===== config.mk =====
export PLATFORM = sky130hd
export DESIGN_NAME = event_fragment_assembler
export DESIGN_NICKNAME = d
export VERILOG_FILES = /design/src/rtl/core/efa_pkg.sv /design/src/rtl/core/efa_ctrl.sv /design/src/rtl/core/efa_dpath.sv /design/src/rtl/core/event_fragment_assembler.sv
export SDC_FILE = /design/constraint.sdc
export NUM_CORES = 2
export LEC_CHECK = 0
export BUFFER_PORTS_ARGS = -buffer_cell sky130_fd_sc_hd__buf_2
export CORE_ASPECT_RATIO = 1.25
export CORE_MARGIN = 2
export CORE_UTILIZATION = 60
export DETAILED_ROUTE_END_ITERATION = 6
export PLACE_DENSITY_LB_ADDON = 0.15
export SLEW_MARGIN = 20
export SYNTH_ARGS = -nofsm -noshare
export SYNTH_HDL_FRONTEND = slang
export SYNTH_SLANG_ARGS = --single-unit
export TNS_END_PERCENT = 30

===== constraint.sdc =====
create_clock -name clk -period 23.3 [get_ports clk]
set_input_delay 1.165 -clock clk [delete_from_list [all_inputs] [get_ports clk]]
set_output_delay 1.165 -clock clk [all_outputs]
set_load 0.03 [all_outputs]

===== src/rtl/core/efa_pkg.sv =====
// Shared types, constants and codes of the event fragment assembler.
package efa_pkg;

	// Default table geometry.
	localparam int DESCRIPTORS_DEF = 8;
	localparam int SOURCES_DEF     = 64;

	// Field widths.
	localparam int SRC_W   = 6;
	localparam int ID_W    = 32;
	localparam int HLEN_W  = 16;
	localparam int RLEN_W  = 17;
	localparam int COUNT_W = 7;
	localparam int BYTES_W = 32;
	localparam int AGE_W   = 9;
	localparam int SEQ_W   = 32;
	localparam int SLOT_W  = 3;
	localparam int MASK_W  = 64;

	localparam int IN_DATA_W  = 88;
	localparam int OUT_DATA_W = 128;

	// Bytes of IP header included in the received length.
	localparam logic [RLEN_W-1:0]  IP_HDR_BYTES = 17'd20;
	localparam logic [COUNT_W-1:0] COUNT_MAX    = 7'd127;

	// Configuration register indexes and reset values.
	localparam logic [1:0] REG_SOURCE_COUNT = 2'd0;
	localparam logic [1:0] REG_AGE_START    = 2'd1;
	localparam logic [1:0] REG_DROP_INC     = 2'd2;
	localparam logic [1:0] REG_ZERO_MASK    = 2'd3;

	localparam logic [COUNT_W-1:0] SOURCE_COUNT_RST = 7'd64;
	localparam logic [AGE_W-1:0]   AGE_START_RST    = 9'd8;

	// Result kinds.
	localparam logic [1:0] KIND_ADDED   = 2'd0;
	localparam logic [1:0] KIND_EMITTED = 2'd1;
	localparam logic [1:0] KIND_DROPPED = 2'd2;
	localparam logic [1:0] KIND_NOTHING = 2'd3;

	// Configuration register set.
	typedef struct packed {
		logic [COUNT_W-1:0] source_count;
		logic [AGE_W-1:0]   age_start;
		logic               drop_incomplete;
		logic [MASK_W-1:0]  double_zero_mask;
	} cfg_t;

	// Datapath operations issued by the controller.
	typedef enum logic [3:0] {
		OP_NONE,
		OP_LOOK,
		OP_AGE,
		OP_FORCE,
		OP_OPEN,
		OP_UPDATE,
		OP_COMPLETE,
		OP_DROP,
		OP_FL_SCAN,
		OP_FL_OUT
	} op_t;

	// Status from the datapath to the controller.
	typedef struct packed {
		logic out_free;
		logic is_flush;
		logic is_valid;
		logic hit;
		logic full;
		logic complete;
		logic fl_more;
	} status_t;

endpackage


===== src/rtl/core/efa_ctrl.sv =====
// Controller state machine that sequences lookup, ageing, update and flush.
module efa_ctrl #(
	parameter int DESCRIPTORS = efa_pkg::DESCRIPTORS_DEF,
	parameter int PTR_W       = (DESCRIPTORS > 1) ? $clog2(DESCRIPTORS) : 1
) (
	input  logic                clk,
	input  logic                arst_n,
	input  logic                in_accept,
	input  efa_pkg::status_t    status,
	output logic                in_ready,
	output efa_pkg::op_t        op,
	output logic [PTR_W-1:0]    ptr
);

	typedef enum logic [3:0] {
		ST_IDLE,
		ST_DECIDE,
		ST_LOOK,
		ST_CHECK,
		ST_AGE,
		ST_FORCE,
		ST_OPEN,
		ST_UPDATE,
		ST_COMPLETE,
		ST_DROP,
		ST_FL_SCAN,
		ST_FL_OUT
	} state_t;

	localparam logic [PTR_W-1:0] PTR_LAST = PTR_W'(DESCRIPTORS - 1);

	state_t           state_q;
	logic [PTR_W-1:0] ptr_q;
	logic             ptr_last;

	assign ptr_last = (ptr_q == PTR_LAST);
	assign ptr      = ptr_q;
	assign in_ready = (state_q == ST_IDLE);

	// Operation issued in each state.
	always_comb begin
		op = efa_pkg::OP_NONE;
		unique case (state_q)
			ST_LOOK:     op = efa_pkg::OP_LOOK;
			ST_AGE:      op = efa_pkg::OP_AGE;
			ST_FORCE:    if (status.out_free) op = efa_pkg::OP_FORCE;
			ST_OPEN:     op = efa_pkg::OP_OPEN;
			ST_UPDATE:   if (status.out_free) op = efa_pkg::OP_UPDATE;
			ST_COMPLETE: if (status.out_free) op = efa_pkg::OP_COMPLETE;
			ST_DROP:     if (status.out_free) op = efa_pkg::OP_DROP;
			ST_FL_SCAN:  op = efa_pkg::OP_FL_SCAN;
			ST_FL_OUT:   if (status.out_free) op = efa_pkg::OP_FL_OUT;
			default:     op = efa_pkg::OP_NONE;
		endcase
	end

	// State and scan pointer.
	always_ff @(posedge clk or negedge arst_n) begin
		if (!arst_n) begin
			state_q <= ST_IDLE;
			ptr_q   <= '0;
		end else begin
			unique case (state_q)
				ST_IDLE: begin
					if (in_accept) state_q <= ST_DECIDE;
				end
				ST_DECIDE: begin
					ptr_q <= '0;
					if (status.is_flush) state_q <= ST_FL_SCAN;
					else if (!status.is_valid) state_q <= ST_DROP;
					else state_q <= ST_LOOK;
				end
				ST_LOOK: begin
					if (ptr_last) begin
						ptr_q   <= '0;
						state_q <= ST_CHECK;
					end else begin
						ptr_q <= ptr_q + 1'b1;
					end
				end
				ST_CHECK: begin
					ptr_q   <= '0;
					state_q <= status.hit ? ST_UPDATE : ST_AGE;
				end
				ST_AGE: begin
					if (ptr_last) begin
						ptr_q   <= '0;
						state_q <= status.full ? ST_FORCE : ST_OPEN;
					end else begin
						ptr_q <= ptr_q + 1'b1;
					end
				end
				ST_FORCE: begin
					if (status.out_free) state_q <= ST_OPEN;
				end
				ST_OPEN: begin
					state_q <= ST_UPDATE;
				end
				ST_UPDATE: begin
					if (status.out_free) state_q <= status.complete ? ST_COMPLETE : ST_IDLE;
				end
				ST_COMPLETE: begin
					if (status.out_free) state_q <= ST_IDLE;
				end
				ST_DROP: begin
					if (status.out_free) state_q <= ST_IDLE;
				end
				ST_FL_SCAN: begin
					if (ptr_last) begin
						ptr_q   <= '0;
						state_q <= ST_FL_OUT;
					end else begin
						ptr_q <= ptr_q + 1'b1;
					end
				end
				ST_FL_OUT: begin
					if (status.out_free) state_q <= status.fl_more ? ST_FL_SCAN : ST_IDLE;
				end
				default: state_q <= ST_IDLE;
			endcase
		end
	end

endmodule


===== src/rtl/core/efa_dpath.sv =====
// Datapath: descriptor table, scan trackers, update arithmetic and result register.
module efa_dpath #(
	parameter int DESCRIPTORS = efa_pkg::DESCRIPTORS_DEF,
	parameter int SOURCES     = efa_pkg::SOURCES_DEF,
	parameter int PTR_W       = (DESCRIPTORS > 1) ? $clog2(DESCRIPTORS) : 1
) (
	input  logic                          clk,
	input  logic                          arst_n,
	input  efa_pkg::cfg_t                 cfg,
	input  efa_pkg::op_t                  op,
	input  logic [PTR_W-1:0]              ptr,
	input  logic                          in_accept,
	input  logic                          in_mode,
	input  logic [efa_pkg::SRC_W-1:0]     in_source_index,
	input  logic                          in_source_known,
	input  logic [efa_pkg::ID_W-1:0]      in_event_id,
	input  logic [efa_pkg::HLEN_W-1:0]    in_total_len,
	input  logic [efa_pkg::HLEN_W-1:0]    in_event_count,
	input  logic [efa_pkg::RLEN_W-1:0]    in_received_len,
	output efa_pkg::status_t              status,
	input  logic                          out_ready,
	output logic                          out_valid,
	output logic [1:0]                    out_kind,
	output logic                          out_last,
	output logic [efa_pkg::OUT_DATA_W-1:0] out_data
);

	localparam int CNT_W = $clog2(DESCRIPTORS + 1);

	// Descriptor table.
	logic                         open_q  [DESCRIPTORS];
	logic [efa_pkg::ID_W-1:0]     id_q    [DESCRIPTORS];
	logic [efa_pkg::AGE_W-1:0]    age_q   [DESCRIPTORS];
	logic [SOURCES-1:0]           seen_q  [DESCRIPTORS];
	logic [efa_pkg::COUNT_W-1:0]  count_q [DESCRIPTORS];
	logic [efa_pkg::BYTES_W-1:0]  bytes_q [DESCRIPTORS];
	logic [efa_pkg::HLEN_W-1:0]   pack_q  [DESCRIPTORS];
	logic                         err_q   [DESCRIPTORS];

	// Captured item.
	logic                         mode_q;
	logic                         valid_q;
	logic [efa_pkg::SRC_W-1:0]    src_q;
	logic [efa_pkg::ID_W-1:0]     pid_q;
	logic [efa_pkg::HLEN_W-1:0]   tot_q;
	logic [efa_pkg::HLEN_W-1:0]   cntf_q;
	logic [efa_pkg::RLEN_W-1:0]   len_q;
	logic                         zfa_q;
	logic [efa_pkg::SEQ_W-1:0]    emit_cnt_q;

	// Scan trackers.
	logic                         hit_q;
	logic                         free_found_q;
	logic [PTR_W-1:0]             free_q;
	logic [PTR_W-1:0]             slot_q;
	logic                         cand_found_q;
	logic                         cand_zero_q;
	logic [PTR_W-1:0]             cand_q;
	logic [efa_pkg::AGE_W-1:0]    cand_age_q;
	logic [efa_pkg::ID_W-1:0]     cand_id_q;
	logic                         fl_found_q;
	logic [PTR_W-1:0]             fl_min_q;
	logic [efa_pkg::ID_W-1:0]     fl_min_id_q;
	logic [CNT_W-1:0]             fl_cnt_q;

	// Result register.
	logic                          ov_q;
	logic [1:0]                    okind_q;
	logic                          olast_q;
	logic [efa_pkg::OUT_DATA_W-1:0] odata_q;

	// Single read port into the table.
	logic [PTR_W-1:0]             addr;
	logic                         rd_open;
	logic [efa_pkg::ID_W-1:0]     rd_id;
	logic [efa_pkg::AGE_W-1:0]    rd_age;
	logic [SOURCES-1:0]           rd_seen;
	logic [efa_pkg::COUNT_W-1:0]  rd_count;
	logic [efa_pkg::BYTES_W-1:0]  rd_bytes;
	logic [efa_pkg::HLEN_W-1:0]   rd_pack;
	logic                         rd_err;

	always_comb begin
		case (op) inside
			efa_pkg::OP_FORCE:                         addr = cand_q;
			efa_pkg::OP_UPDATE, efa_pkg::OP_COMPLETE:  addr = slot_q;
			efa_pkg::OP_FL_OUT:                        addr = fl_min_q;
			default:                                   addr = ptr;
		endcase
	end

	assign rd_open  = open_q[addr];
	assign rd_id    = id_q[addr];
	assign rd_age   = age_q[addr];
	assign rd_seen  = seen_q[addr];
	assign rd_count = count_q[addr];
	assign rd_bytes = bytes_q[addr];
	assign rd_pack  = pack_q[addr];
	assign rd_err   = err_q[addr];

	// Source check and double-zero id fix on the incoming beat.
	logic                       in_valid;
	logic                       fix_en;
	logic [efa_pkg::ID_W-1:0]   in_id_fixed;
	logic                       zfa_set;

	assign in_valid = in_source_known
		&& (efa_pkg::COUNT_W'(in_source_index) < cfg.source_count)
		&& (efa_pkg::COUNT_W'(in_source_index) < efa_pkg::COUNT_W'(SOURCES));
	assign fix_en   = !in_mode && in_valid && cfg.double_zero_mask[in_source_index];
	assign zfa_set  = fix_en && (in_event_id == '0) && !zfa_q;
	assign in_id_fixed = (fix_en && zfa_q) ? in_event_id + 1'b1 : in_event_id;

	// Ageing step.
	logic [efa_pkg::AGE_W-1:0] age_new;
	logic                      age_zero;
	logic                      cand_take;

	assign age_new  = (rd_age > efa_pkg::AGE_W'(1)) ? rd_age - 1'b1 : '0;
	assign age_zero = (age_new == '0);

	always_comb begin
		if (!cand_found_q) cand_take = 1'b1;
		else if (age_zero) cand_take = !cand_zero_q || (rd_id > cand_id_q);
		else if (cand_zero_q) cand_take = 1'b0;
		else cand_take = (age_new < cand_age_q)
			|| ((age_new == cand_age_q) && (rd_id < cand_id_q));
	end

	// Packet update arithmetic.
	logic                        count0;
	logic                        dup;
	logic [efa_pkg::HLEN_W-1:0]  pack1;
	logic [efa_pkg::HLEN_W-1:0]  pack2;
	logic [efa_pkg::HLEN_W-1:0]  pkt_count;
	logic [efa_pkg::BYTES_W-1:0] bytes_new;
	logic                        len_bad_tot;
	logic                        len_bad_cnt;
	logic                        swp;
	logic [efa_pkg::COUNT_W-1:0] count_new;
	logic                        err_new;
	logic [SOURCES-1:0]          src_bit;
	logic                        complete;

	assign src_bit     = SOURCES'(1) << src_q;
	assign count0      = (rd_count == '0);
	assign dup         = |(rd_seen & src_bit);
	assign pack1       = count0 ? cntf_q : rd_pack;
	assign bytes_new   = rd_bytes + efa_pkg::BYTES_W'(len_q);
	assign len_bad_tot = (len_q != efa_pkg::RLEN_W'(tot_q) + efa_pkg::IP_HDR_BYTES);
	assign len_bad_cnt = (len_q != efa_pkg::RLEN_W'(cntf_q) + efa_pkg::IP_HDR_BYTES);
	assign swp         = len_bad_tot && !len_bad_cnt;
	assign pkt_count   = swp ? tot_q : cntf_q;
	assign pack2       = (swp && count0) ? tot_q : pack1;
	assign count_new   = (rd_count < efa_pkg::COUNT_MAX) ? rd_count + 1'b1 : rd_count;
	assign err_new     = rd_err || dup || (len_bad_tot && len_bad_cnt) || (pack2 != pkt_count);
	assign complete    = (count_new >= cfg.source_count);

	// Emitted descriptor fields.
	logic                        emit_inc;
	logic                        emit_err;
	logic [31:0]                 addr_wide;
	logic [efa_pkg::SLOT_W-1:0]  out_slot;
	logic                        do_emit;

	assign emit_inc  = (rd_count != cfg.source_count);
	assign emit_err  = rd_err || (emit_inc && cfg.drop_incomplete);
	assign addr_wide = 32'(addr);
	assign out_slot  = addr_wide[efa_pkg::SLOT_W-1:0];
	assign do_emit   = (op == efa_pkg::OP_FORCE) || (op == efa_pkg::OP_COMPLETE)
		|| ((op == efa_pkg::OP_FL_OUT) && (fl_cnt_q != '0));

	// Status to the controller.
	assign status.out_free = !ov_q || out_ready;
	assign status.is_flush = mode_q;
	assign status.is_valid = valid_q;
	assign status.hit      = hit_q;
	assign status.full     = !free_found_q;
	assign status.complete = complete;
	assign status.fl_more  = (fl_cnt_q > CNT_W'(1));

	assign out_valid = ov_q;
	assign out_kind  = okind_q;
	assign out_last  = olast_q;
	assign out_data  = odata_q;

	// Control state: open bits, trackers, counters, result valid.
	always_ff @(posedge clk or negedge arst_n) begin
		if (!arst_n) begin
			for (int i = 0; i < DESCRIPTORS; i++) open_q[i] <= 1'b0;
			zfa_q        <= 1'b0;
			emit_cnt_q   <= '0;
			ov_q         <= 1'b0;
			mode_q       <= 1'b0;
			valid_q      <= 1'b0;
			hit_q        <= 1'b0;
			free_found_q <= 1'b0;
			cand_found_q <= 1'b0;
			cand_zero_q  <= 1'b0;
			fl_found_q   <= 1'b0;
			fl_cnt_q     <= '0;
		end else begin
			if (in_accept) begin
				mode_q       <= in_mode;
				valid_q      <= in_valid;
				hit_q        <= 1'b0;
				free_found_q <= 1'b0;
				cand_found_q <= 1'b0;
				cand_zero_q  <= 1'b0;
				fl_found_q   <= 1'b0;
				fl_cnt_q     <= '0;
				if (zfa_set) zfa_q <= 1'b1;
			end
			case (op)
				efa_pkg::OP_LOOK: begin
					if (rd_open && (rd_id == pid_q) && !hit_q) hit_q <= 1'b1;
					if (!rd_open && !free_found_q) free_found_q <= 1'b1;
				end
				efa_pkg::OP_AGE: begin
					if (rd_open && cand_take) begin
						cand_found_q <= 1'b1;
						cand_zero_q  <= age_zero;
					end
				end
				efa_pkg::OP_OPEN: begin
					open_q[free_found_q ? free_q : cand_q] <= 1'b1;
				end
				efa_pkg::OP_FL_SCAN: begin
					if (rd_open) begin
						fl_cnt_q <= fl_cnt_q + 1'b1;
						if (!fl_found_q || (rd_id < fl_min_id_q)) fl_found_q <= 1'b1;
					end
				end
				efa_pkg::OP_FL_OUT: begin
					fl_cnt_q   <= '0;
					fl_found_q <= 1'b0;
				end
				default: ;
			endcase
			if (do_emit) begin
				open_q[addr] <= 1'b0;
				emit_cnt_q   <= emit_cnt_q + 1'b1;
			end
			// A new result is loaded, otherwise a taken one leaves the register.
			if ((op == efa_pkg::OP_UPDATE) || (op == efa_pkg::OP_DROP) || do_emit
				|| (op == efa_pkg::OP_FL_OUT)) begin
				ov_q <= 1'b1;
			end else if (out_ready) begin
				ov_q <= 1'b0;
			end
		end
	end

	// Payload: captured item, tracker indexes, table entries and result fields.
	always_ff @(posedge clk) begin
		if (in_accept) begin
			src_q  <= in_source_index;
			pid_q  <= in_id_fixed;
			tot_q  <= in_total_len;
			cntf_q <= in_event_count;
			len_q  <= in_received_len;
		end
		case (op)
			efa_pkg::OP_LOOK: begin
				if (rd_open && (rd_id == pid_q) && !hit_q) slot_q <= addr;
				if (!rd_open && !free_found_q) free_q <= addr;
			end
			efa_pkg::OP_AGE: begin
				if (rd_open) begin
					age_q[addr] <= age_new;
					if (cand_take) begin
						cand_q     <= addr;
						cand_age_q <= age_new;
						cand_id_q  <= rd_id;
					end
				end
			end
			efa_pkg::OP_OPEN: begin
				slot_q                                  <= free_found_q ? free_q : cand_q;
				id_q[free_found_q ? free_q : cand_q]    <= pid_q;
				age_q[free_found_q ? free_q : cand_q]   <= cfg.age_start;
				seen_q[free_found_q ? free_q : cand_q]  <= '0;
				count_q[free_found_q ? free_q : cand_q] <= '0;
				bytes_q[free_found_q ? free_q : cand_q] <= '0;
				pack_q[free_found_q ? free_q : cand_q]  <= '0;
				err_q[free_found_q ? free_q : cand_q]   <= 1'b0;
			end
			efa_pkg::OP_UPDATE: begin
				seen_q[addr]  <= rd_seen | src_bit;
				count_q[addr] <= count_new;
				bytes_q[addr] <= bytes_new;
				pack_q[addr]  <= pack2;
				err_q[addr]   <= err_new;
				okind_q <= efa_pkg::KIND_ADDED;
				olast_q <= !complete;
				odata_q <= {3'b000, {efa_pkg::SEQ_W{1'b0}}, swp, 1'b0, err_new, pack2,
					bytes_new, count_new, rd_id, out_slot};
			end
			efa_pkg::OP_FL_SCAN: begin
				if (rd_open && (!fl_found_q || (rd_id < fl_min_id_q))) begin
					fl_min_q    <= addr;
					fl_min_id_q <= rd_id;
				end
			end
			efa_pkg::OP_DROP: begin
				okind_q <= efa_pkg::KIND_DROPPED;
				olast_q <= 1'b1;
				odata_q <= '0;
			end
			efa_pkg::OP_FL_OUT: begin
				if (fl_cnt_q == '0) begin
					okind_q <= efa_pkg::KIND_NOTHING;
					olast_q <= 1'b1;
					odata_q <= '0;
				end
			end
			default: ;
		endcase
		if (do_emit) begin
			okind_q <= efa_pkg::KIND_EMITTED;
			olast_q <= (op == efa_pkg::OP_COMPLETE)
				|| ((op == efa_pkg::OP_FL_OUT) && (fl_cnt_q == CNT_W'(1)));
			odata_q <= {3'b000, emit_cnt_q, 1'b0, emit_inc, emit_err, rd_pack,
				rd_bytes, rd_count, rd_id, out_slot};
		end
	end

endmodule


===== src/rtl/core/event_fragment_assembler.sv =====
// Top level of the event fragment assembler: register port, stream ports and assertions.
//
// Packet headers from up to SOURCES sources are gathered into DESCRIPTORS open event
// descriptors; results come out one beat at a time, the last beat of each input item
// carrying tlast. One item is handled at a time. The descriptor table has a single read
// port that is walked one entry per cycle. A packet is looked up in the whole table; one
// that opens a new event first ages every open entry, forces an event out if the table
// is full and then opens its own; an event that completes is emitted after the update.
// A rejected packet yields a drop result, and a flush walks the table once before each
// open event it emits, or once before an empty result when none is open. Stalls on the
// result side hold the sequence. A result waits in an output register; the next packet
// header is taken once the previous item's last result has been loaded there.
module event_fragment_assembler #(
	parameter int DESCRIPTORS = efa_pkg::DESCRIPTORS_DEF,
	parameter int SOURCES     = efa_pkg::SOURCES_DEF
) (
	input  logic                           clk,
	input  logic                           arst_n,
	// Register port.
	input  logic                           psel,
	input  logic                           penable,
	input  logic                           pwrite,
	input  logic [4:0]                     paddr,
	input  logic [63:0]                    pwdata,
	output logic [63:0]                    prdata,
	output logic                           pready,
	// Input stream.
	input  logic                           s_tvalid,
	output logic                           s_tready,
	// source_index[5:0], source_known[6], event_id[38:7], header_total_len[54:39],
	// header_event_count[70:55], received_len[87:71]
	input  logic [efa_pkg::IN_DATA_W-1:0]  s_tdata,
	// mode[0]
	input  logic                           s_tuser,
	// Output stream.
	output logic                           m_tvalid,
	input  logic                           m_tready,
	// slot[2:0], out_event_id[34:3], sources_received[41:35], payload_bytes[73:42],
	// pack_factor[89:74], error_flag[90], incomplete_flag[91], swap_fixed[92],
	// emit_sequence[124:93], zero fill[127:125]
	output logic [efa_pkg::OUT_DATA_W-1:0] m_tdata,
	// result_kind[1:0]
	output logic [1:0]                     m_tuser,
	output logic                           m_tlast
);

	localparam int PTR_W = (DESCRIPTORS > 1) ? $clog2(DESCRIPTORS) : 1;

	efa_pkg::cfg_t     cfg_q;
	efa_pkg::status_t  status;
	efa_pkg::op_t      op;
	logic [PTR_W-1:0]  ptr;
	logic              in_accept;
	logic              cfg_wr;
	logic [1:0]        reg_idx;

	assign pready    = 1'b1;
	assign cfg_wr    = psel && penable && pwrite && pready;
	assign reg_idx   = paddr[4:3];
	assign in_accept = s_tvalid && s_tready;

	// Configuration registers.
	always_ff @(posedge clk or negedge arst_n) begin
		if (!arst_n) begin
			cfg_q.source_count     <= efa_pkg::SOURCE_COUNT_RST;
			cfg_q.age_start        <= efa_pkg::AGE_START_RST;
			cfg_q.drop_incomplete  <= 1'b0;
			cfg_q.double_zero_mask <= '0;
		end else if (cfg_wr) begin
			unique case (reg_idx)
				efa_pkg::REG_SOURCE_COUNT: cfg_q.source_count <= pwdata[efa_pkg::COUNT_W-1:0];
				efa_pkg::REG_AGE_START:    cfg_q.age_start <= pwdata[efa_pkg::AGE_W-1:0];
				efa_pkg::REG_DROP_INC:     cfg_q.drop_incomplete <= pwdata[0];
				efa_pkg::REG_ZERO_MASK:    cfg_q.double_zero_mask <= pwdata;
				default: ;
			endcase
		end
	end

	// Register read-back.
	always_comb begin
		unique case (reg_idx)
			efa_pkg::REG_SOURCE_COUNT: prdata = 64'(cfg_q.source_count);
			efa_pkg::REG_AGE_START:    prdata = 64'(cfg_q.age_start);
			efa_pkg::REG_DROP_INC:     prdata = 64'(cfg_q.drop_incomplete);
			efa_pkg::REG_ZERO_MASK:    prdata = cfg_q.double_zero_mask;
			default:                   prdata = '0;
		endcase
	end

	efa_ctrl #(
		.DESCRIPTORS (DESCRIPTORS),
		.PTR_W       (PTR_W)
	) u_ctrl (
		.clk       (clk),
		.arst_n    (arst_n),
		.in_accept (in_accept),
		.status    (status),
		.in_ready  (s_tready),
		.op        (op),
		.ptr       (ptr)
	);

	efa_dpath #(
		.DESCRIPTORS (DESCRIPTORS),
		.SOURCES     (SOURCES),
		.PTR_W       (PTR_W)
	) u_dpath (
		.clk             (clk),
		.arst_n          (arst_n),
		.cfg             (cfg_q),
		.op              (op),
		.ptr             (ptr),
		.in_accept       (in_accept),
		.in_mode         (s_tuser),
		.in_source_index (s_tdata[5:0]),
		.in_source_known (s_tdata[6]),
		.in_event_id     (s_tdata[38:7]),
		.in_total_len    (s_tdata[54:39]),
		.in_event_count  (s_tdata[70:55]),
		.in_received_len (s_tdata[87:71]),
		.status          (status),
		.out_ready       (m_tready),
		.out_valid       (m_tvalid),
		.out_kind        (m_tuser),
		.out_last        (m_tlast),
		.out_data        (m_tdata)
	);

	// A dropped packet or an empty flush yields exactly one beat.
	a_single_beat: assert property (@(posedge clk) disable iff (!arst_n)
		m_tvalid && ((m_tuser == efa_pkg::KIND_DROPPED) || (m_tuser == efa_pkg::KIND_NOTHING))
		|-> m_tlast)
		else $error("drop or empty flush result without tlast");

	// Only one item is in work at a time.
	a_one_item: assert property (@(posedge clk) disable iff (!arst_n)
		in_accept |=> !s_tready)
		else $error("input taken while an item is in work");

	// Result fields that carry no meaning stay zero.
	a_add_no_seq: assert property (@(posedge clk) disable iff (!arst_n)
		m_tvalid && (m_tuser == efa_pkg::KIND_ADDED)
		|-> ((m_tdata[124:93] == '0) && !m_tdata[91]))
		else $error("added-packet result carries emit fields");

endmodule

==> metrics.md <==
| Metric | Value |
|---|---|
| Status | finished, final reports clean |
| IO Count | 363 |
| Leakage | 31.2 nW |
| Max cap viols | 0 |
| XOR/XNOR Fraction of Synth Area | 2.22% |
| Core Footprint | 0.125 sq mm |
| Antenna violations before repair | 3 |
| Post-Synth Adder-Cell Area | 1.99% |
| CTS tree | done |
| Worst reg-to-reg path cell count | 30 |
| Reg-to-reg slack, setup | 14030 ps |
| Ys async rst share | 8.16% |
| Slew HR | 23.1% |
| Max Clk Rate | 108 MHz |
| RePlAce Congestion | 0.910 |
| Peak supply drop | 204 uV |
| Clock Skew | 23.8 ps |
| Largest family of logic cells by synthesized area | simple AND/OR/NAND/NOR gates |
| #FFs+latches synth | 1729 |
| Final Critical Period | 9270 ps |
| Layout cells sized above 1 | 15.6% |
| Power Density | 163 mW/mm^2 |
| Initial Util | 60.6% |
| Setup TNS | 0 ps |
| Worst path most repeated cell | buf_4 |
| DRC viols | 0 |
| Non-Filler Instances | 7745 |
| Clock sink total | 1729 |
| Biggest area consumer among synthesized cells | edfxtp_1 |
| Sequential-to-total area share from yosys stat | 67.4% |
| Final period utilization | 39.8% |
| Detailed Routing Iterations Pass 1 | 6 |
| Worst path slowest cell | nor4_2 |
| Hpwl dp | 116000 um |
| Synthesized cell area | 0.0759 sq mm |
| Iteration-0 DRC Markers | 4853 |
| Crit end category | flop |
| FF-to-FF End | u_dpath.cand_id_q[20] |
| Crit Path Class | flop to flop |
| Largest net degree at the start of global routing | 138 |
| DP Cell Count | 7437 |
| Resize count post-CTS | 0 |
| Mux cell area share after synthesis | 6.38% |
| Synthesized area per cell | 13.4 sq um |
| Dpl cell area | 0.0794 sq mm |
| Worst-margin pin slew | 1150 ps |
| Final WL | 197000 um |
| Worst r2r src | u_ctrl.state_q[2] |
| Row count | 145 |
| Fin. Hold Viols | 0 |
| Post-CTS Setup Bufs | 0 |
| Area growth from synthesis to layout | 11.8% |
| Via count | 49000 |
| RSZ-0062 raised after global routing | false |
| PortBufs | 355 |
| Max-slew violation count | 0 |
| Critical Path AT | 9700 ps |
| Simple-Gate Fraction of Synth Area | 11.6% |
| First-pass GRT wire length | 294000 um |
| Endpoints failing setup | 0 |
| Critical path data required time | 23740 ps |
| Synth area leaders | edfxtp_1, nand2_1, dfrtp_1, mux2i_1, nand3_1 |
| Number of global-route vias before repair | 47900 |
| DIE AREA | 0.129 sq mm |
| Ys Warns | 0 |
| Layout fillers | 8808 |
| Synth unique cells | 95 |
| Grt total ovfl | 0 |
| H-tree Lvls | 4 |
| Fin area | 0.0848 sq mm |
| Area share of the largest cell type after synthesis | 62.7% |
| Vias per cell | 6.32 |
| Global-route usage over all layers | 30.4% |
| CP max FO | 107 |
| # nets final | 6274 |
| Number of enable flip-flop cells after synthesis | 1585 |
| Worst hold-check path type | input pin to async pin |
| Worst skew pair latency | 810 ps |
| Total power | 0.0138 W |
| Avg WL per Cell | 25.5 um |
| Most used DFF post-synth | edfxtp_1 |
| Post-Syn Instances | 5677 |
| Final ANT Viol Nets | 0 |
| Die Y | 402 um |
| Clock tree root buffer cell | clkbuf_16 |
| CP startpoint kind | flop |
| Clock transition at path regs | 60 ps |
| Synth Area in Compound Gates | 7.63% |
| Die span in x | 322 um |
| Worst stage delay on the critical path | 720 ps |
| CTS Buffer Depth | 3 |
| CTS Hold Bufs | 0 |
| CTS Buf Count | 164 |
power by group:
group          internal, W  total, W  switching, W
sequential         0.00420   0.00438      0.000185
combinational      0.00220   0.00677       0.00457
clock              0.00153   0.00268       0.00115
per-stage QoR:
step / hold slack (ps) / utilization [%] / setup WS (ps)
2_1_floorplan: 434 / - / 13500
3_3_place_gp: 449 / 63.4 / 13410
3_5_place_dp: 461 / 63.4 / 13230
4_1_cts: 378 / 67.7 / 13780
5_1_grt: 388 / 67.8 / 13410
6_report: 368 / 67.8 / 14030
synth_stat cells, types with 23 or more instances:
| cell type | n |
|---|---|
| nor4_1 | 31 |
| o22ai_1 | 42 |
| nand2_1 | 959 |
| a21oi_1 | 106 |
| dfrtp_1 | 139 |
| nand3_1 | 302 |
| mux2i_1 | 298 |
| clkbuf_1 | 130 |
| ha_1 | 119 |
| a31o_2 | 37 |
| nor3_1 | 62 |
| xnor2_1 | 122 |
| edfxtp_1 | 1585 |
| and3_1 | 91 |
| nand4_1 | 64 |
| buf_1 | 32 |
| a211oi_1 | 80 |
| a32o_1 | 56 |
| xor2_1 | 70 |
| inv_1 | 136 |
| and2_1 | 65 |
| nor2_1 | 259 |
| nor2b_1 | 34 |
| a21o_1 | 31 |
| mux4_2 | 24 |
| mux2_2 | 117 |
| a31oi_1 | 27 |
| o21ai_0 | 139 |
| a32oi_1 | 44 |
| a221oi_1 | 23 |
| buf_2 | 104 |
| buf_4 | 26 |
| o211a_1 | 23 |
| nand2b_1 | 30 |
layer usage:
metal  GRT usage (%)  routed length, um  part of all wire, %
met1            39.0              75400                   38
met3            4.74              14700                  7.4
met5               0                  0                    0
met2            50.4              96600                   49
met4            15.5              10500                  5.3
layout by cell type, fill, tap and decap left out, drive strengths merged, types with 16 or more instances in the layout:
master     n
dfrtp    139
nor3      62
nor2b     34
xor2      70
a221oi    28
a31o      37
a311oi    19
a21o      32
mux2     117
nor2     260
o211a     23
o211ai    17
ha       119
a21oi    107
buf      452
o21ai    146
inv      150
clkbuf   209
nor4      32
o21a      18
a32o      56
a21boi    16
mux2i    298
mux4      24
and2      66
edfxtp  1585
a32oi     44
nand3    302
xnor2    122
o22ai     42
and3      92
nand2    959
a211oi    81
bufinv    16
clkinv    61
nand4     64
nand2b    30
a31oi     27
worst max-delay path: cells and delay by family, from the launching register on:
family / cells / cell delay [ps]
buffers and inverters: 9 / 2990
flip-flops: 1 / 370
adder cells (fa/ha/maj): 2 / 700
AO/OA/AOI/OAI: 12 / 2990
AND/OR/NAND/NOR: 7 / 1630
layout make-up:
type	count	area (sq um)	area share [%]
multi-input cells	3502	23000	27.1
diodes	3	7.51	0.00885
inverters	140	546	0.643
flip-flops and latches	1729	51200	60.3
repair buffers	452	2680	3.16
clock inverters	93	937	1.10
well taps	1617	2020	2.39
clock buffers	209	4430	5.22
worst max-delay path by stage:
stage / startpoint / end
after floorplan: m_tready / u_dpath.bytes_q[3][0]
after global placement: m_tready / u_dpath.cand_id_q[16]
after detailed placement: m_tready / u_dpath.cand_id_q[2]
after CTS: u_ctrl.state_q[3] / u_dpath.cand_id_q[28]
after global routing: u_ctrl.state_q[2] / u_dpath.cand_id_q[25]
final: u_ctrl.state_q[2] / u_dpath.cand_id_q[20]
sequential cells by signal (all words and copies together), names as in the netlist, 6 cells and up:
name,cells
cfg_q,81
u_dpath.age_q,72
u_dpath.bytes_q,256
u_dpath.cand_age_q,9
u_dpath.cand_id_q,32
u_dpath.cntf_q,16
u_dpath.count_q,56
u_dpath.emit_cnt_q,32
u_dpath.err_q,8
u_dpath.fl_min_id_q,32
u_dpath.id_q,256
u_dpath.len_q,17
u_dpath.open_q,8
u_dpath.out_data,125
u_dpath.pack_q,128
u_dpath.pid_q,32
u_dpath.seen_q,512
u_dpath.src_q,6
u_dpath.tot_q,16
kinds of logic after synthesis:
| kind of cell | count (synthesis) |
|---|---|
| fa+ha+maj | 120 |
| mux | 439 |
| flops | 1729 |
| compound gates | 791 |
| other cells | 2 |
| simple gates | 1956 |
| buf+inv | 448 |
| xor+xnor | 192 |
No activity file was read; power rests on OpenSTA's default activity.
